## src/design/cta_pkg.sv

```systemverilog
// Shared widths, constants and character tables for the clock time/alarm command parser.
package cta_pkg;

  localparam int unsigned BYTE_W    = 8;
  localparam int unsigned POS_W     = 4;
  localparam int unsigned HOURS_W   = 5;
  localparam int unsigned MINUTES_W = 6;
  localparam int unsigned SECONDS_W = 6;
  localparam int unsigned FIELDS_W  = 24;

  localparam logic [BYTE_W-1:0] START_CHAR_RESET = 8'd60;  // '<'
  localparam logic [BYTE_W-1:0] ASCII_ZERO       = 8'd48;
  localparam logic [BYTE_W-1:0] HOURS_LIMIT      = 8'd24;
  localparam logic [BYTE_W-1:0] MINSEC_LIMIT     = 8'd60;

  localparam logic [POS_W-1:0] POS_MAX        = 4'd15;
  localparam logic [POS_W-1:0] TIME_BODY_LEN  = 4'd13;
  localparam logic [POS_W-1:0] ALARM_BODY_LEN = 4'd14;
  localparam logic [POS_W-1:0] TIME_WORD_LEN  = 4'd5;
  localparam logic [POS_W-1:0] ALARM_WORD_LEN = 4'd6;
  localparam logic [POS_W-1:0] TIME_DIGIT_BASE  = 4'd5;
  localparam logic [POS_W-1:0] ALARM_DIGIT_BASE = 4'd6;

  localparam logic [0:0] STATUS_OK    = 1'b0;
  localparam logic [0:0] STATUS_ERROR = 1'b1;
  localparam logic [0:0] TARGET_TIME  = 1'b0;
  localparam logic [0:0] TARGET_ALARM = 1'b1;

  // "TIME "
  function automatic logic [BYTE_W-1:0] time_word_char(input logic [POS_W-1:0] p);
    logic [BYTE_W-1:0] c;
    case (p)
      4'd0:    c = 8'h54;
      4'd1:    c = 8'h49;
      4'd2:    c = 8'h4D;
      4'd3:    c = 8'h45;
      default: c = 8'h20;
    endcase
    return c;
  endfunction

  // "ALARM "
  function automatic logic [BYTE_W-1:0] alarm_word_char(input logic [POS_W-1:0] p);
    logic [BYTE_W-1:0] c;
    case (p)
      4'd0:    c = 8'h41;
      4'd1:    c = 8'h4C;
      4'd2:    c = 8'h41;
      4'd3:    c = 8'h52;
      4'd4:    c = 8'h4D;
      default: c = 8'h20;
    endcase
    return c;
  endfunction

endpackage

```

## src/design/cta_cmd_if.sv

```systemverilog
// Command byte channel: valid/ready handshake carrying one message byte per item.
interface cta_cmd_if;
  logic                      valid;
  logic                      ready;
  logic [cta_pkg::BYTE_W-1:0] data_byte;
  logic                      last_byte;

  modport source (output valid, output data_byte, output last_byte, input ready);
  modport sink   (input valid, input data_byte, input last_byte, output ready);
endinterface

```

## src/design/cta_rsp_if.sv

```systemverilog
// Response channel: valid/ready handshake carrying one parse result per item.
interface cta_rsp_if;
  logic                          valid;
  logic                          ready;
  logic                          status;
  logic                          target;
  logic [cta_pkg::HOURS_W-1:0]   hours;
  logic [cta_pkg::MINUTES_W-1:0] minutes;
  logic [cta_pkg::SECONDS_W-1:0] seconds;

  modport source (output valid, output status, output target, output hours,
                  output minutes, output seconds, input ready);
  modport sink   (input valid, input status, input target, input hours,
                  input minutes, input seconds, output ready);
endinterface

```

## src/design/clock_time_alarm_command_parser.sv

```systemverilog
// Clock time/alarm command parser top level.
//
// Parses framed "<TIME HH:MM:SS" / "<ALARM HH:MM:SS" messages one byte per item
// and gives one result item (ok with the loaded time or alarm, or error) on the
// byte flagged last; other bytes give no result. Each byte passes an input
// register, then compare/accumulate logic into the state/result registers,
// so a byte can be taken every cycle; a last byte waits in the input register
// only while a previous result is still held on the response channel.
module clock_time_alarm_command_parser (
  input  logic                       clk,
  input  logic                       rst,
  input  logic                       cfg_wr_en,
  input  logic [cta_pkg::BYTE_W-1:0] cfg_wr_data,
  cta_cmd_if.sink                    cmd,
  cta_rsp_if.source                  rsp
);
  import cta_pkg::*;

  logic [BYTE_W-1:0] start_char;

  // input register
  logic              s_valid;
  logic [BYTE_W-1:0] s_byte;
  logic              s_last;
  logic              s_adv;

  // message state
  logic                in_frame;
  logic [POS_W-1:0]    body_position;
  logic                start_ok;
  logic                time_prefix_match;
  logic                alarm_prefix_match;
  logic [FIELDS_W-1:0] time_fields;
  logic [FIELDS_W-1:0] alarm_fields;
  logic [FIELDS_W-1:0] clock_setting;
  logic [FIELDS_W-1:0] alarm_setting;

  logic                in_frame_next;
  logic [POS_W-1:0]    body_position_next;
  logic                start_ok_next;
  logic                time_prefix_match_next;
  logic                alarm_prefix_match_next;
  logic [FIELDS_W-1:0] time_fields_next;
  logic [FIELDS_W-1:0] alarm_fields_next;

  // result register
  logic                 out_valid;
  logic                 out_status;
  logic                 out_target;
  logic [HOURS_W-1:0]   out_hours;
  logic [MINUTES_W-1:0] out_minutes;
  logic [SECONDS_W-1:0] out_seconds;

  logic                time_ok;
  logic                alarm_ok;
  logic [FIELDS_W-1:0] res_fields;

  function automatic logic fields_valid(input logic [FIELDS_W-1:0] f);
    return (f[23:16] < HOURS_LIMIT) && (f[15:8] < MINSEC_LIMIT) && (f[7:0] < MINSEC_LIMIT);
  endfunction

  // base is the body position of the first hours digit
  function automatic logic [FIELDS_W-1:0] take_digit(input logic [FIELDS_W-1:0] fields,
                                                     input logic [POS_W-1:0]    pos,
                                                     input logic [POS_W-1:0]    base,
                                                     input logic [BYTE_W-1:0]   b);
    logic [FIELDS_W-1:0] f;
    logic [BYTE_W-1:0]   d;
    logic [BYTE_W-1:0]   cur;
    logic [POS_W:0]      first;
    f = fields;
    d = b - ASCII_ZERO;
    for (int k = 0; k < 3; k++) begin
      first = {1'b0, base} + 5'(3 * k);
      cur   = f[16 - 8*k +: 8];
      if ({1'b0, pos} == first) begin
        f[16 - 8*k +: 8] = {d[4:0], 3'b000} + {d[6:0], 1'b0};
      end else if ({1'b0, pos} == first + 5'd1) begin
        f[16 - 8*k +: 8] = cur + d;
      end
    end
    return f;
  endfunction

  assign s_adv     = s_valid && (!s_last || !out_valid || rsp.ready);
  assign cmd.ready = !s_valid || s_adv;

  always_comb begin
    in_frame_next           = in_frame;
    body_position_next      = body_position;
    start_ok_next           = start_ok;
    time_prefix_match_next  = time_prefix_match;
    alarm_prefix_match_next = alarm_prefix_match;
    time_fields_next        = time_fields;
    alarm_fields_next       = alarm_fields;
    if (!in_frame) begin
      in_frame_next = 1'b1;
      start_ok_next = (s_byte == start_char);
    end else begin
      if (body_position < TIME_WORD_LEN && s_byte != time_word_char(body_position)) begin
        time_prefix_match_next = 1'b0;
      end
      if (body_position < ALARM_WORD_LEN && s_byte != alarm_word_char(body_position)) begin
        alarm_prefix_match_next = 1'b0;
      end
      time_fields_next  = take_digit(time_fields, body_position, TIME_DIGIT_BASE, s_byte);
      alarm_fields_next = take_digit(alarm_fields, body_position, ALARM_DIGIT_BASE, s_byte);
      if (body_position != POS_MAX) begin
        body_position_next = body_position + 4'd1;
      end
    end
  end

  always_comb begin
    time_ok  = 1'b0;
    alarm_ok = 1'b0;
    if (start_ok_next) begin
      if (body_position_next == TIME_BODY_LEN && time_prefix_match_next) begin
        time_ok = fields_valid(time_fields_next);
      end else if (body_position_next == ALARM_BODY_LEN && alarm_prefix_match_next) begin
        alarm_ok = fields_valid(alarm_fields_next);
      end
    end
    res_fields = alarm_ok ? alarm_fields_next : time_fields_next;
  end

  always_ff @(posedge clk) begin
    if (rst) begin
      start_char <= START_CHAR_RESET;
    end else if (cfg_wr_en) begin
      start_char <= cfg_wr_data;
    end
  end

  always_ff @(posedge clk) begin
    if (rst) begin
      s_valid <= 1'b0;
    end else if (cmd.ready) begin
      s_valid <= cmd.valid;
    end
  end

  always_ff @(posedge clk) begin
    if (cmd.ready && cmd.valid) begin
      s_byte <= cmd.data_byte;
      s_last <= cmd.last_byte;
    end
  end

  always_ff @(posedge clk) begin
    if (rst) begin
      in_frame           <= 1'b0;
      body_position      <= '0;
      start_ok           <= 1'b0;
      time_prefix_match  <= 1'b1;
      alarm_prefix_match <= 1'b1;
      time_fields        <= '0;
      alarm_fields       <= '0;
      clock_setting      <= '0;
      alarm_setting      <= '0;
    end else if (s_adv) begin
      if (s_last) begin
        in_frame           <= 1'b0;
        body_position      <= '0;
        start_ok           <= 1'b0;
        time_prefix_match  <= 1'b1;
        alarm_prefix_match <= 1'b1;
        time_fields        <= '0;
        alarm_fields       <= '0;
        if (time_ok) begin
          clock_setting <= time_fields_next;
        end
        if (alarm_ok) begin
          alarm_setting <= alarm_fields_next;
        end
      end else begin
        in_frame           <= in_frame_next;
        body_position      <= body_position_next;
        start_ok           <= start_ok_next;
        time_prefix_match  <= time_prefix_match_next;
        alarm_prefix_match <= alarm_prefix_match_next;
        time_fields        <= time_fields_next;
        alarm_fields       <= alarm_fields_next;
      end
    end
  end

  always_ff @(posedge clk) begin
    if (rst) begin
      out_valid <= 1'b0;
    end else if (s_adv && s_last) begin
      out_valid <= 1'b1;
    end else if (rsp.ready) begin
      out_valid <= 1'b0;
    end
  end

  always_ff @(posedge clk) begin
    if (s_adv && s_last) begin
      out_status  <= (time_ok || alarm_ok) ? STATUS_OK : STATUS_ERROR;
      out_target  <= alarm_ok ? TARGET_ALARM : TARGET_TIME;
      out_hours   <= (time_ok || alarm_ok) ? res_fields[20:16] : '0;
      out_minutes <= (time_ok || alarm_ok) ? res_fields[13:8] : '0;
      out_seconds <= (time_ok || alarm_ok) ? res_fields[5:0] : '0;
    end
  end

  assign rsp.valid   = out_valid;
  assign rsp.status  = out_status;
  assign rsp.target  = out_target;
  assign rsp.hours   = out_hours;
  assign rsp.minutes = out_minutes;
  assign rsp.seconds = out_seconds;

endmodule

```

## src/flat_wrapper.sv

```systemverilog
// flat-port wrapper written by rule: the top's interface ports become plain ports
module clock_time_alarm_command_parser_flat import cta_pkg::*;
  (clk, rst, cfg_wr_en, cfg_wr_data, cmd_valid, cmd_data_byte, cmd_last_byte, cmd_ready, rsp_valid, rsp_status, rsp_target, rsp_hours, rsp_minutes, rsp_seconds, rsp_ready);
  cta_cmd_if cmd_i ();
  cta_rsp_if rsp_i ();
  input  logic clk;
  input  logic rst;
  input  logic cfg_wr_en;
  input  logic [cta_pkg::BYTE_W-1:0] cfg_wr_data;
  input wire logic [$bits(cmd_i.valid)-1:0] cmd_valid;
  input wire logic [$bits(cmd_i.data_byte)-1:0] cmd_data_byte;
  input wire logic [$bits(cmd_i.last_byte)-1:0] cmd_last_byte;
  output wire logic [$bits(cmd_i.ready)-1:0] cmd_ready;
  output wire logic [$bits(rsp_i.valid)-1:0] rsp_valid;
  output wire logic [$bits(rsp_i.status)-1:0] rsp_status;
  output wire logic [$bits(rsp_i.target)-1:0] rsp_target;
  output wire logic [$bits(rsp_i.hours)-1:0] rsp_hours;
  output wire logic [$bits(rsp_i.minutes)-1:0] rsp_minutes;
  output wire logic [$bits(rsp_i.seconds)-1:0] rsp_seconds;
  input wire logic [$bits(rsp_i.ready)-1:0] rsp_ready;
  assign cmd_i.valid = cmd_valid;
  assign cmd_i.data_byte = cmd_data_byte;
  assign cmd_i.last_byte = cmd_last_byte;
  assign cmd_ready = cmd_i.ready;
  assign rsp_valid = rsp_i.valid;
  assign rsp_status = rsp_i.status;
  assign rsp_target = rsp_i.target;
  assign rsp_hours = rsp_i.hours;
  assign rsp_minutes = rsp_i.minutes;
  assign rsp_seconds = rsp_i.seconds;
  assign rsp_i.ready = rsp_ready;
  clock_time_alarm_command_parser u_core (.clk(clk), .rst(rst), .cfg_wr_en(cfg_wr_en), .cfg_wr_data(cfg_wr_data), .cmd(cmd_i), .rsp(rsp_i));
endmodule
```

## config.mk

```make
export PLATFORM = sky130hd
export DESIGN_NAME = clock_time_alarm_command_parser_flat
export DESIGN_NICKNAME = d
export VERILOG_FILES = /design/src/design/cta_pkg.sv /design/src/design/cta_cmd_if.sv /design/src/design/cta_rsp_if.sv /design/src/design/clock_time_alarm_command_parser.sv /design/src/flat_wrapper.sv
export SDC_FILE = /design/constraint.sdc
export NUM_CORES = 1
export LEC_CHECK = 0
export BUFFER_PORTS_ARGS = -buffer_cell sky130_fd_sc_hd__buf_4
export CAP_MARGIN = 15
export CORE_MARGIN = 1
export CORE_UTILIZATION = 35
export CTS_BUF_LIST = sky130_fd_sc_hd__clkbuf_2 sky130_fd_sc_hd__clkbuf_4 sky130_fd_sc_hd__clkbuf_8
export DETAILED_ROUTE_END_ITERATION = 10
export PLACE_DENSITY = 0.54
export SLEW_MARGIN = 5
export SYNTH_ARGS = -nofsm -noshare
export SYNTH_HDL_FRONTEND = slang
export SYNTH_SLANG_ARGS = --single-unit
```

## constraint.sdc

```tcl
create_clock -name clk -period 4.6 [get_ports clk]
set_clock_uncertainty 0.2 [all_clocks]
set_input_delay 1.15 -clock clk [delete_from_list [all_inputs] [get_ports clk]]
set_output_delay 1.15 -clock clk [all_outputs]
set_load 0.02 [all_outputs]
```

==> Flow_metrics.wiki <==
{| class="wikitable"
! Metric !! Value
|-
| Iteration count of the initial detailed-routing pass || 6
|-
| Core Rows || 51
|-
| Launching element of the worst setup path || u_core.s_byte[0]
|-
| Horiz. Die Dim || 144 µm
|-
| Top Ports || 43
|-
| Clock insertion delay at the later pin of the skew report || 390 ps
|-
| Setup tns final || 0 ps
|-
| Req. time, crit path || 4630 ps
|-
| Antenna-violating nets left || 0
|-
| # Post-CTS Setup Buffers || 0
|-
| Worst max-slew margin expressed relative to the limit || 42.1%
|-
| Non-Filler Instances || 1,131
|-
| Part of the power in combinational logic || 15.3%
|-
| Transition time of the tightest slew-check pin || 869 ps
|-
| Power spent charging and discharging nets || 0.000511 W
|-
| DRT Wirelength || 22,800 µm
|-
| Cell Area, Synth || 7090 µm²
|-
| Number of antenna violations at the first check in global routing || 0
|-
| Cts repair resizes || 0
|-
| Final-report max-slew violation count || 0
|-
| Leakage power summed over all cells || 2.92 nW
|-
| Most area-hungry cell type in the Yosys netlist || sky130_fd_sc_hd__dfxtp_1
|-
| Worst-path maximum fanout || 17
|-
| Number of cells after detailed placement || 1,115
|-
| Total number of nets in the final design || 942
|-
| Endpoint type of the worst setup path || flip-flop
|-
| R2r setup slk || 330 ps
|-
| Number of distinct library cells after synthesis || 81
|-
| Number of port buffers || 42
|-
| Via-per-instance ratio || 5.97
|-
| Initial Util || 36.1%
|-
| Number of synthesized flops with an enable pin || 28
|-
| DIE AREA || 20,800 µm²
|-
| Flop pwr share || 52.7%
|-
| Launching element type of the critical path || flip-flop
|-
| Net Count, Synth || 914
|-
| Root Driver || sky130_fd_sc_hd__clkbuf_8
|-
| RSZ-0062 raised after global routing || no
|-
| Total vias in the final route || 6,753
|-
| Final critical delay including setup and external delays || 4270 ps
|-
| Post-synthesis cell count || 833
|-
| Maximum clock rate || 0.234 GHz
|-
| TritonCTS clock tree || done
|-
| Number of cells on the worst reg-to-reg path || 13
|-
| Flip-flop cell with the highest count after synthesis || sky130_fd_sc_hd__dfxtp_1
|-
| Area overhead of the layout relative to synthesis || 10.9%
|-
| Smallest setup slack after layout || 333 ps
|-
| Count of synthesis-stage warnings from yosys || 0
|-
| Core occupancy in the finished layout || 40.0%
|-
| Worst Hold Class || flip-flop to flip-flop
|-
| Core box area || 19,700 µm²
|-
| Max-cap violations || 0
|-
| Vias in the first global route || 6,295
|-
| End of the worst register-to-register path || u_core.rsp.hours[3]
|-
| Half-perimeter wire length of the detailed placement result || 16,200 µm
|-
| Sequential fraction of the synthesis area || 30.5%
|-
| Source of the worst register-to-register timing path || u_core.s_byte[0]
|-
| Clock Power Share || 31.9%
|-
| Clock Tree Buf Depth || 2
|-
| Final Cycle Share || 92.8%
|-
| Flip-flop and latch count after synthesis || 94
|-
| Wire per inst || 20.2 µm
|-
| Clk sinks || 94
|-
| FFs w/ async S/R, synth || 0%
|-
| Top area cells in the synthesized netlist || sky130_fd_sc_hd__dfxtp_1, sky130_fd_sc_hd__edfxtp_1, sky130_fd_sc_hd__ha_1
|-
| Filler cells || 2,026
|-
| Arrival time at the worst endpoint || 4300 ps
|-
| Die height || 144 µm
|-
| Syn avg cell area || 8.51 µm²
|-
| Total gr overflow || 0
|-
| Internal power || 0.00117 W
|-
| Hold Violations, Final || 0
|-
| Sw Share || 30.5%
|-
| 1st-iter DRT viols || 583
|-
| Status || complete, no violations
|-
| Critical path class || flip-flop to flip-flop
|-
| End point of the critical path || u_core.rsp.hours[3]
|-
| Pin count of the biggest net entering global routing || 66
|-
| Overall Global Routing Usage || 22.8%
|-
| Clock-pin slew on the worst setup and hold paths || 100 ps
|-
| First-pass GRT wire length || 35,800 µm
|-
| Share of post-route cells with drive strength above 1 || 15.0%
|-
| Inserted Clock Buffers || 9
|-
| Number of failing setup endpoints in the final timing report || 0
|-
| Number of antenna cells inserted || 0
|-
| Worst slack after detailed placement || 446 ps
|-
| Synth top area share || 18.6%
|-
| Number of levels in the clock H-tree || 3
|-
| Hold-fix buffers, CTS || 0
|-
| Pwr per Cell Area || 213 nW/µm²
|-
| VDD IR-drop max || 0.284 mV
|-
| Final RePlAce weighted congestion || 0.902
|-
| DRC Markers || 0
|-
| Power consumption || 0.00168 W
|}
## Yosys cell counts, drive strengths merged (4+ instances only)
| cell | number |
|---|---|
| nor2 | 129 |
| dfxtp | 66 |
| ha | 52 |
| a21oi | 51 |
| a22oi | 45 |
| nand2 | 40 |
| o21ai | 37 |
| inv | 34 |
| nand3 | 29 |
| edfxtp | 28 |
| clkbuf | 27 |
| xnor2 | 27 |
| buf | 26 |
| o32ai | 18 |
| o22ai | 14 |
| xor2 | 14 |
| a211oi | 12 |
| nand2b | 12 |
| nand4 | 12 |
| nor2b | 12 |
| a211o | 11 |
| nor3 | 11 |
| a31oi | 9 |
| a21o | 8 |
| mux2i | 8 |
| and3 | 7 |
| fa | 7 |
| or2 | 6 |
| a221o | 5 |
| nor3b | 5 |
| nor4 | 5 |
| o221a | 5 |
| o31ai | 5 |
| a221oi | 4 |
| a32o | 4 |
| o21a | 4 |
## sequential cells by signal, summed over array words and instances (netlist names)
signal                     flops
u_core.alarm_fields           24
u_core.time_fields            24
u_core.s_byte                  8
u_core.start_char              8
u_core.rsp.minutes             6
u_core.rsp.seconds             6
u_core.rsp.hours               5
u_core.body_position           4
u_core.alarm_prefix_match      1
u_core.in_frame                1
u_core.rsp.status              1
u_core.rsp.target              1
u_core.rsp.valid               1
u_core.s_last                  1
u_core.s_valid                 1
u_core.start_ok                1
u_core.time_prefix_match       1
## how the worst min path moves through the flow
stage                         startpoint                        end  slack, ps  cells after the start
2_1_floorplan   u_core.time_prefix_match   u_core.time_prefix_match        240                      2
3_3_place_gp             u_core.start_ok            u_core.start_ok        270                      2
3_5_place_dp   u_core.alarm_prefix_match  u_core.alarm_prefix_match        280                      2
4_1_cts        u_core.alarm_prefix_match  u_core.alarm_prefix_match        300                      2
5_1_grt        u_core.alarm_prefix_match  u_core.alarm_prefix_match        320                      2
6_report       u_core.alarm_prefix_match  u_core.alarm_prefix_match        290                      2
## critical path, stage by stage, from the launching register on
cell and delay (ps):
sky130_fd_sc_hd__edfxtp_1 740, sky130_fd_sc_hd__ha_1 280, sky130_fd_sc_hd__inv_1 60, sky130_fd_sc_hd__fa_1 370, sky130_fd_sc_hd__nor2b_1 210, sky130_fd_sc_hd__o31a_1 220
sky130_fd_sc_hd__mux2i_1 200, sky130_fd_sc_hd__o221a_2 220, sky130_fd_sc_hd__nand4_1 190, sky130_fd_sc_hd__a2111oi_2 480, sky130_fd_sc_hd__nand4b_1 250, sky130_fd_sc_hd__or2_1 260
sky130_fd_sc_hd__buf_4 210, sky130_fd_sc_hd__o22ai_1 210
## cell usage in the layout (no fill, tap or decap), types with 7 or more instances in the layout
cell type                  Yosys  final
sky130_fd_sc_hd__dfxtp_1      66     66
sky130_fd_sc_hd__nor2_1      126    124
sky130_fd_sc_hd__edfxtp_1     28     28
sky130_fd_sc_hd__a31oi_1       9      9
sky130_fd_sc_hd__a211oi_1     11     11
sky130_fd_sc_hd__clkbuf_8      0      9
sky130_fd_sc_hd__nor3_1       11     11
sky130_fd_sc_hd__nand2b_1     12     12
sky130_fd_sc_hd__o21ai_0      34     34
sky130_fd_sc_hd__a21oi_1      50     50
sky130_fd_sc_hd__inv_1        33     33
sky130_fd_sc_hd__o32ai_1       7      7
sky130_fd_sc_hd__xor2_1       14     14
sky130_fd_sc_hd__nand3_1      28     28
sky130_fd_sc_hd__fa_1          7      7
sky130_fd_sc_hd__nand4_1      12     12
sky130_fd_sc_hd__xnor2_1      26     26
sky130_fd_sc_hd__buf_4         3     70
sky130_fd_sc_hd__nand2_1      40     39
sky130_fd_sc_hd__o22ai_1      14     14
sky130_fd_sc_hd__o32ai_2      11     11
sky130_fd_sc_hd__ha_1         52     52
sky130_fd_sc_hd__nor2b_1      12     12
sky130_fd_sc_hd__mux2i_1       8      8
sky130_fd_sc_hd__a21o_1        8      8
sky130_fd_sc_hd__a211o_1      11     11
sky130_fd_sc_hd__a22oi_1      45     45
## layer usage
layer	global-route usage, %	vias to the layer above	part of all wire, %
li1	-	3162	-
met1	30.9	3213	45
met2	34.2	320	43
met3	4.93	58	8.0
met4	10.7	0	3.5
met5	0	-	0
## power by group through the flow
stage	sequential [W]	clock, W	combinational, W
after CTS	0.000885	0.000555	0.000254
after global routing	0.000887	0.000579	0.000278
final	0.000885	0.000536	0.000257
after global placement	0.000904	0	0.000251
after detailed placement	0.000904	0	0.000253
after floorplan	0.000896	0	0.000166
## layout make-up
| cell class | instances | area [µm²] | share of cell area, % |
|---|---|---|---|
| multi-input combinational | 652 | 4540 | 57.7 |
| sequential | 94 | 2160 | 27.5 |
| timing repair buffer | 70 | 526 | 6.69 |
| tap | 265 | 332 | 4.22 |
| clock buffer | 10 | 131 | 1.67 |
| inverter | 34 | 128 | 1.62 |
| clock inverter | 6 | 46.3 | 0.589 |
## per-stage QoR
step / hold WS, ps / area, µm²
final: 290 / 7860
after CTS: 297 / 7860
after global routing: 324 / 7860
after global placement: 272 / 7680
after detailed placement: 280 / 7680
after floorplan: 245 / 7090
## cells by family after synthesis
logic type / after synthesis / share of synthesized area [%]
simple gates: 280 / 18.7
mux: 9 / 1.29
flops: 94 / 30.5
fa+ha+maj: 59 / 11.2
compound gates: 263 / 27.6
buf+inv: 87 / 5.63
xor+xnor: 41 / 5.17
Power figures use the tool's default switching activity.
